`config.mk`:
```
export PLATFORM = sky130hd
export DESIGN_NAME = pcxd_header
export DESIGN_NICKNAME = d
export VERILOG_FILES = /design/src/rtl/pcxd_pkg.sv /design/src/rtl/pcxd_header.sv
export SDC_FILE = /design/constraint.sdc
export NUM_CORES = 1
export LEC_CHECK = 0
export BUFFER_PORTS_ARGS = -buffer_cell sky130_fd_sc_hd__buf_4
export CORE_MARGIN = 2
export CORE_UTILIZATION = 55
export CTS_CLUSTER_DIAMETER = 60
export DETAILED_ROUTE_END_ITERATION = 7
export HOLD_SLACK_MARGIN = 0.06
export PLACE_DENSITY = 0.85
export SYNTH_ARGS = -nofsm -noshare
export SYNTH_HDL_FRONTEND = slang
export SYNTH_SLANG_ARGS = --single-unit
```
`constraint.sdc`:
```
create_clock -name clk -period 6.57 [get_ports clk]
set_input_delay 0 -clock clk [delete_from_list [all_inputs] [get_ports clk]]
set_output_delay 0 -clock clk [all_outputs]
set_load 0.01 [all_outputs]
```
`src/rtl/pcxd_pkg.sv`:
```
// ----------------------------------------------------------------------------
// pcxd_pkg
// Shared types and constants of the PCX 8-bit run-length palette decoder:
// channel items, result codes, header offsets and the header parser status.
// ----------------------------------------------------------------------------
package pcxd_pkg;

  // default frame store size in pixels
  localparam int MAX_PIXELS_DEF = 65536;

  // header and palette sizes
  localparam int HDR_LEN = 128;
  localparam int PAL_LEN = 768;

  // header byte offsets
  localparam logic [6:0] HDR_DEPTH = 7'd3;
  localparam logic [6:0] HDR_XLO   = 7'd8;
  localparam logic [6:0] HDR_XHI   = 7'd9;
  localparam logic [6:0] HDR_YLO   = 7'd10;
  localparam logic [6:0] HDR_YHI   = 7'd11;
  localparam logic [6:0] HDR_LAST  = 7'(HDR_LEN - 1);

  localparam logic [9:0] PAL_LAST = 10'(PAL_LEN - 1);

  // only 8 bits per pixel is supported
  localparam logic [7:0] DEPTH_8 = 8'd8;

  // run byte marker and count mask
  localparam logic [7:0] RUN_MARK = 8'hc0;
  localparam logic [7:0] RUN_MASK = 8'h3f;

  // width of the width times height product
  localparam int PROD_W = 34;

  typedef enum logic [1:0] {
    KIND_BYTE    = 2'd0,
    KIND_REQUEST = 2'd1,
    KIND_RESTART = 2'd2
  } kind_t;

  typedef enum logic [1:0] {
    ST_PIXEL     = 2'd0,
    ST_BAD_DEPTH = 2'd1,
    ST_TOO_BIG   = 2'd2
  } status_t;

  typedef struct packed {
    logic [1:0] kind;
    logic [7:0] data_byte;
  } in_item_t;

  typedef struct packed {
    status_t     status;
    logic [7:0]  red;
    logic [7:0]  green;
    logic [7:0]  blue;
    logic        last_pixel;
    logic [16:0] image_width;
    logic [16:0] image_height;
  } out_item_t;

  // header parser to sequencer
  typedef struct packed {
    logic              last;
    logic              done;
    status_t           verdict;
    logic [15:0]       max_x;
    logic [15:0]       max_y;
    logic [PROD_W-1:0] total;
  } hdr_info_t;

endpackage

```
`src/rtl/pcxd_header.sv`:
```
// ----------------------------------------------------------------------------
// pcxd_header
// Header parser: counts the 128 header bytes, keeps bits per pixel and the
// little-endian maximum x and y, then forms the pixel total in a registered
// multiply and judges depth and size once the product is registered.
// ----------------------------------------------------------------------------
module pcxd_header #(
  parameter int MAX_PIXELS = pcxd_pkg::MAX_PIXELS_DEF
) (
  input  logic                clk,
  input  logic                rst,
  input  logic                clear,
  input  logic                byte_en,
  input  logic [7:0]          data_byte,
  output pcxd_pkg::hdr_info_t info
);
  import pcxd_pkg::*;

  logic [6:0]        count;
  logic [7:0]        depth;
  logic [15:0]       max_x;
  logic [15:0]       max_y;
  logic              mul_go;
  logic              chk;
  logic [PROD_W-1:0] product;
  logic [16:0]       width_c;
  logic [16:0]       height_c;
  logic [PROD_W-1:0] product_c;

  // byte capture and check sequencing
  always_ff @(posedge clk) begin
    if (rst || clear) begin
      count  <= '0;
      depth  <= '0;
      max_x  <= '0;
      max_y  <= '0;
      mul_go <= 1'b0;
      chk    <= 1'b0;
    end else begin
      chk    <= mul_go;
      mul_go <= byte_en && (count == HDR_LAST);
      if (byte_en) begin
        case (count)
          HDR_DEPTH: depth <= data_byte;
          HDR_XLO:   max_x[7:0]  <= data_byte;
          HDR_XHI:   max_x[15:8] <= data_byte;
          HDR_YLO:   max_y[7:0]  <= data_byte;
          HDR_YHI:   max_y[15:8] <= data_byte;
          default: ;
        endcase
        count <= count + 7'd1;
      end
    end
  end

  // pixel total, one multiply then a register
  assign width_c   = {1'b0, max_x} + 17'd1;
  assign height_c  = {1'b0, max_y} + 17'd1;
  assign product_c = width_c * height_c;

  always_ff @(posedge clk) begin
    if (mul_go) begin
      product <= product_c;
    end
  end

  // verdict, depth is judged before size
  always_comb begin
    info.last  = (count == HDR_LAST);
    info.done  = chk;
    info.max_x = max_x;
    info.max_y = max_y;
    info.total = product;
    if (depth != DEPTH_8) begin
      info.verdict = ST_BAD_DEPTH;
    end else if (product > PROD_W'(MAX_PIXELS)) begin
      info.verdict = ST_TOO_BIG;
    end else begin
      info.verdict = ST_PIXEL;
    end
  end

endmodule
```
# Yosys cells after proc, flatten, opt, wreduce, memory -nomap -nowiden
# Index checks and enable logic that the tools add are counted.
# totals
regBits	83
inputBits	12
wordCells	30
# classes
magnitude_cmp	1
eq_ne	7
addsub	3
n_mux	2
n_reduce_logical	7
mul	1
# ops
cell	count
adder 16 x 1 -> 17 bit (second input constant)	2
greater-than comparator 34 x 17 -> 1 bit (second input constant)	1
multiplier 17 x 17 -> 34 bit	1
equality test 7 x 4 -> 1 bit (second input constant)	4
AND reduction 2 bit	5
!= test 8 x 4 -> 1 bit (second input constant)	1
adder 7 x 1 -> 7 bit (second input constant)	1
equality test 7 x 2 -> 1 bit (second input constant)	1
equality test 7 bit (second input constant)	1
two-way mux 2 bit	2
logical AND 1 bit	1
logical OR 1 bit	1

# Depth between registers and ports, before layout
# logic_depth
word_depth	3
depth_mapped	29
ltp_nobuf	27

# Least setup slack after synthesis
# OpenSTA, ideal clock, no wires.
# synth_timing
path_type	reg2reg
start	register max_y[5]
end	register product[30] (data pin)
path_stages_with_launch	28
setup_time_ns	0.271
setup_slack_ns	-0.337
synth_period_minus_slack_ns	6.907
t_arrival_ns	6.636
cell_sequence	dfxtp_1 -> and3_1 -> and3_1 -> nand2_1 -> or2_1 -> buf_2 -> nor2_1 -> xor2_1 -> buf_2 -> nand2_1 -> fa_1 -> inv_1 -> fa_1 -> fa_1 -> fa_1 -> fa_1 -> inv_1 -> fa_1 -> inv_1 -> ha_1 -> clkbuf_1 -> nand2_1 -> o21ai_0 -> a31oi_1 -> o21ai_0 -> nor3b_1 -> a221oi_1 -> xor2_1
# synth_via
elab_chain_len	2
# synth_rtl
item	line	text
from (decl)	pcxd_header.sv:22	logic [15:0] max_y;
from (signal assigned)	pcxd_header.sv:47	HDR_YLO: max_y[7:0] <= data_byte;
adder 16 x 1 -> 17 bit	pcxd_header.sv:58	assign height_c = {1'b0, max_y} + 17'd1;
multiplier 17 x 17 -> 34 bit	pcxd_header.sv:59	assign product_c = width_c * height_c;
net product_c[30]	pcxd_header.sv:28	logic [PROD_W-1:0] product_c;
to (signal assigned)	pcxd_header.sv:63	product <= product_c;
to (decl)	pcxd_header.sv:25	logic [PROD_W-1:0] product;
# The timed path passes the listed nets, and every way through them passes these cells.
# A chain may end at the register's enable or synchronous reset.

# Worst setup path in the final report
# layout_timing
start	register max_x[0]
end	register product[33] (data pin)
# layout_via
elab_chain_len	2
# layout_rtl
item	line	text
from (decl)	pcxd_header.sv:21	logic [15:0] max_x;
from (signal assigned)	pcxd_header.sv:45	HDR_XLO: max_x[7:0] <= data_byte;
adder 16 x 1 -> 17 bit	pcxd_header.sv:57	assign width_c = {1'b0, max_x} + 17'd1;
multiplier 17 x 17 -> 34 bit	pcxd_header.sv:59	
net product_c[33]	pcxd_header.sv:28	
# The timed path passes the listed nets, and every way through them passes these cells.

==> flow_metrics.py <==
metrics = {
    "place": {
        "dpl_worst_slack_ps": -327,
        "placedCellCount": 1987,
        "port_buffers": 81,
        "dp_hpwl_um": 29800,
        "place_congestion": 0.948,
        "dpl-instance-area_um2": 15200,
    },
    "setup_path": {
        "cp-end-kind": "flop",
        "cp_common_cell": "fa_1",
        "cp.required_ps": 6670,
        "cp_top_family": "adder cells",
        "reg2reg_depth": 25,
        "r2r_slack_ps": -380,
        "crit_buf_inv": 5,
        "slowest_stage": "fa_1",
        "start_kind": "flop",
        "r2r-start": "max_x[0]$_SDFFE_PP0P_",
        "max_stage_delay_ps": 720,
        "path_class": "flop to flop",
        "cp.depth": 25,
        "cp.arrival_ps": 7050,
        "path_max_fanout": 5,
        "r2r-end": "product[33]$_DFFE_PP_",
    },
    "hold_path": {
        "holdPathStages": 4,
        "min_path_type": "input port to flop",
        "min_to": "depth[6]$_SDFFE_PP0P_",
        "hp-start": "data_byte[6]",
    },
    "logic_synthesis": {
        "synth_cell_types": 55,
        "synth_seq_cells": 83,
        "async_flop_share_pct": 0,
        "synth_area_um2": 13000,
        "yosysSeqAreaShare_pct": 15.4,
        "syn_inst": 1471,
        "syn_avg_cell_area_um2": 8.84,
        "synth_fp_nets": 1821,
        "synthFlopType": "dfxtp_1",
        "yosysWarningCount": 0,
        "synth_edf_count": 34,
    },
    "floorplan": {
        "rows": 56,
        "die_x_um": 158,
        "die-area_um2": 24900,
        "core-area_um2": 23300,
        "io_pins": 82,
        "start_util_pct": 55.8,
        "die_y_um": 158,
    },
    "grt": {
        "grtUsageTotal_pct": 31.3,
        "overflow": 0,
        "grt_max_degree": 48,
        "antenna_found_initial": 0,
        "grt_pass1_vias": 11829,
        "grt_pass1_wl_um": 59800,
    },
    "sta": {
        "maxSlewViolCount": 0,
        "fin_crit_sh_pct": 106,
        "finalWorstSetupSlack_ps": -383,
        "final.setup.tns_ps": -3790,
        "slew_headroom_pct": 33.6,
        "hold_viol_final": 0,
        "fin_crit_ps": 6950,
        "clock_skew_ps": 9.05,
        "setup_viol": 17,
        "max_freq_ghz": 0.144,
        "tightestPinTransition_ps": 995,
        "rsz0062_at_grt": "true",
    },
    "status": {
        "status": "finished, violations left",
        "violations": "setup timing",
    },
    "clock_network": {
        "htreeDepth": 3,
        "cts_made_buffers": 9,
        "insertion_delay_ps": 360,
        "cts_num_sinks": 83,
        "tritoncts": "yes",
        "cts_buffer_depth": 2,
        "clk_pin_slew_worst_paths_ps": 80,
        "cts-root-buf": "clkbuf_16",
    },
    "power_and_ir_drop": {
        "leakagePower_nw": 8.08,
        "peakVddDrop_mv": 0.0947,
        "power_density_nw_per_um2": 66.4,
    },
    "layout": {
        "design_area_um2": 16800,
        "antenna_cells": 0,
        "fillCellCount": 1555,
        "drive_gt1_share_pct": 26.9,
        "utilization_pct": 71.8,
        "stdcell_count": 2058,
        "nets": 2084,
        "syn_to_final_growth_pct": 28.8,
    },
    "route": {
        "drt.antenna.violating_nets": 0,
        "post_drt_via_cell_ratio": 5.74,
        "routed_wirelength_um": 41300,
        "drc": 0,
        "vias": 11820,
        "firstDrtPassIters": 6,
        "drt_iter0_drc": 1278,
        "wl_per_cell_um": 20.1,
    },
    "job": {
        "maxCapViolCount": 0,
    },
}
## worst min-delay path, stage by stage
cell	delay (ps)
dlygate4sd3_1	520
buf_4	150
mux2i_1	80
nor2_1	70
## state kept, by name, summed over array words and instances, names as in the netlist
register / flops
chk: 1
count: 7
depth: 8
max_x: 16
max_y: 16
mul_go: 1
product: 34
## kinds of logic (layout without fill, tap and decap cells)
family,count (synthesis),count (layout),share of synthesized area [%]
xor gates and xnor gates,86,86,5.85
buffers and inverters,327,595,9.52
and+or+nand+nor,508,508,17.3
AOI/OAI and AO/OA,112,112,5.22
adders and majority gates,338,338,45.4
muxes,17,17,1.31
DFF,83,83,15.4
## timing repair
item | CTS | global route
hold endpoints to repair | 46 | 0
pin swaps | 11 | 89
resized for setup | 36 | 151
gates cloned | 0 | 2
setup endpoints to repair | 14 | 17
buffers inserted | 10 | 32
hold buffers | 11 | 0
## metrics by stage
| stage | power (mW) | hold slack, ps |
|---|---|---|
| 2_1_floorplan | 0.553 | 137 |
| 3_3_place_gp | 0.564 | 286 |
| 3_5_place_dp | 0.565 | 298 |
| 4_1_cts | 1.10 | 483 |
| 5_1_grt | 1.13 | 525 |
| 6_report | 1.11 | 495 |
## metal layers
layer	track usage (%)	vias to the layer above	part of all wire (%)
met3	4.57	212	9.4
met2	52.9	728	48
met5	0	-	0
met4	16.9	0	6.9
met1	38.9	5820	36
li1	-	5060	-
## synth_stat cells (20+ instances only)
| cell type | n | area (µm²) |
|---|---|---|
| inv_1 | 277 | 1040 |
| fa_1 | 224 | 4480 |
| nand2_1 | 222 | 833 |
| nor2_1 | 142 | 533 |
| ha_1 | 114 | 1430 |
| a21oi_1 | 53 | 265 |
| dfxtp_1 | 49 | 981 |
| xnor2_1 | 45 | 394 |
| clkbuf_1 | 40 | 150 |
| xor2_1 | 40 | 350 |
| nand3_1 | 37 | 185 |
| edfxtp_1 | 34 | 1020 |
| and2_1 | 25 | 156 |
| nand2b_1 | 20 | 125 |
## cells in the final DEF (no fill, tap or decap), types with 32 or more instances in the layout
cell,Yosys,layout
ha_1,114,96
xor2_1,40,34
inv_1,277,264
buf_4,1,275
a21oi_1,53,40
nor2_1,142,128
nand2_1,222,209
xnor2_1,45,34
fa_1,224,217
nand3_1,37,32
edfxtp_1,34,34
## power breakdown
group | switching [mW] | internal (mW) | leakage [nW]
Clock | 0.282 | 0.272 | 0.149
Combinational | 0.0170 | 0.0112 | 7.29
Sequential | 0.000658 | 0.530 | 0.644
## worst max path at each step
stage / slack [ps] / start / end
after floorplan: 0.3 / max_x[0]$_SDFFE_PP0P_ / product[33]$_DFFE_PP_
after global routing: -480 / max_x[0]$_SDFFE_PP0P_ / product[33]$_DFFE_PP_
after detailed placement: -330 / max_x[0]$_SDFFE_PP0P_ / product[30]$_DFFE_PP_
final: -380 / max_x[0]$_SDFFE_PP0P_ / product[33]$_DFFE_PP_
after CTS: 4 / max_y[0]$_SDFFE_PP0P_ / product[30]$_DFFE_PP_
after global placement: -150 / max_x[0]$_SDFFE_PP0P_ / product[31]$_DFFE_PP_
## final cells by class
type	instances	area (µm²)	share of cell area, %
clock buffers	9	225	1.34
clock inverters	7	76.3	0.455
inverters	277	1040	6.20
multi-input cells	1061	10600	63.4
flip-flops and latches	83	2030	12.1
well taps	319	399	2.38
repair buffers	302	2350	14.0
No activity file was read; power rests on OpenSTA's default activity.
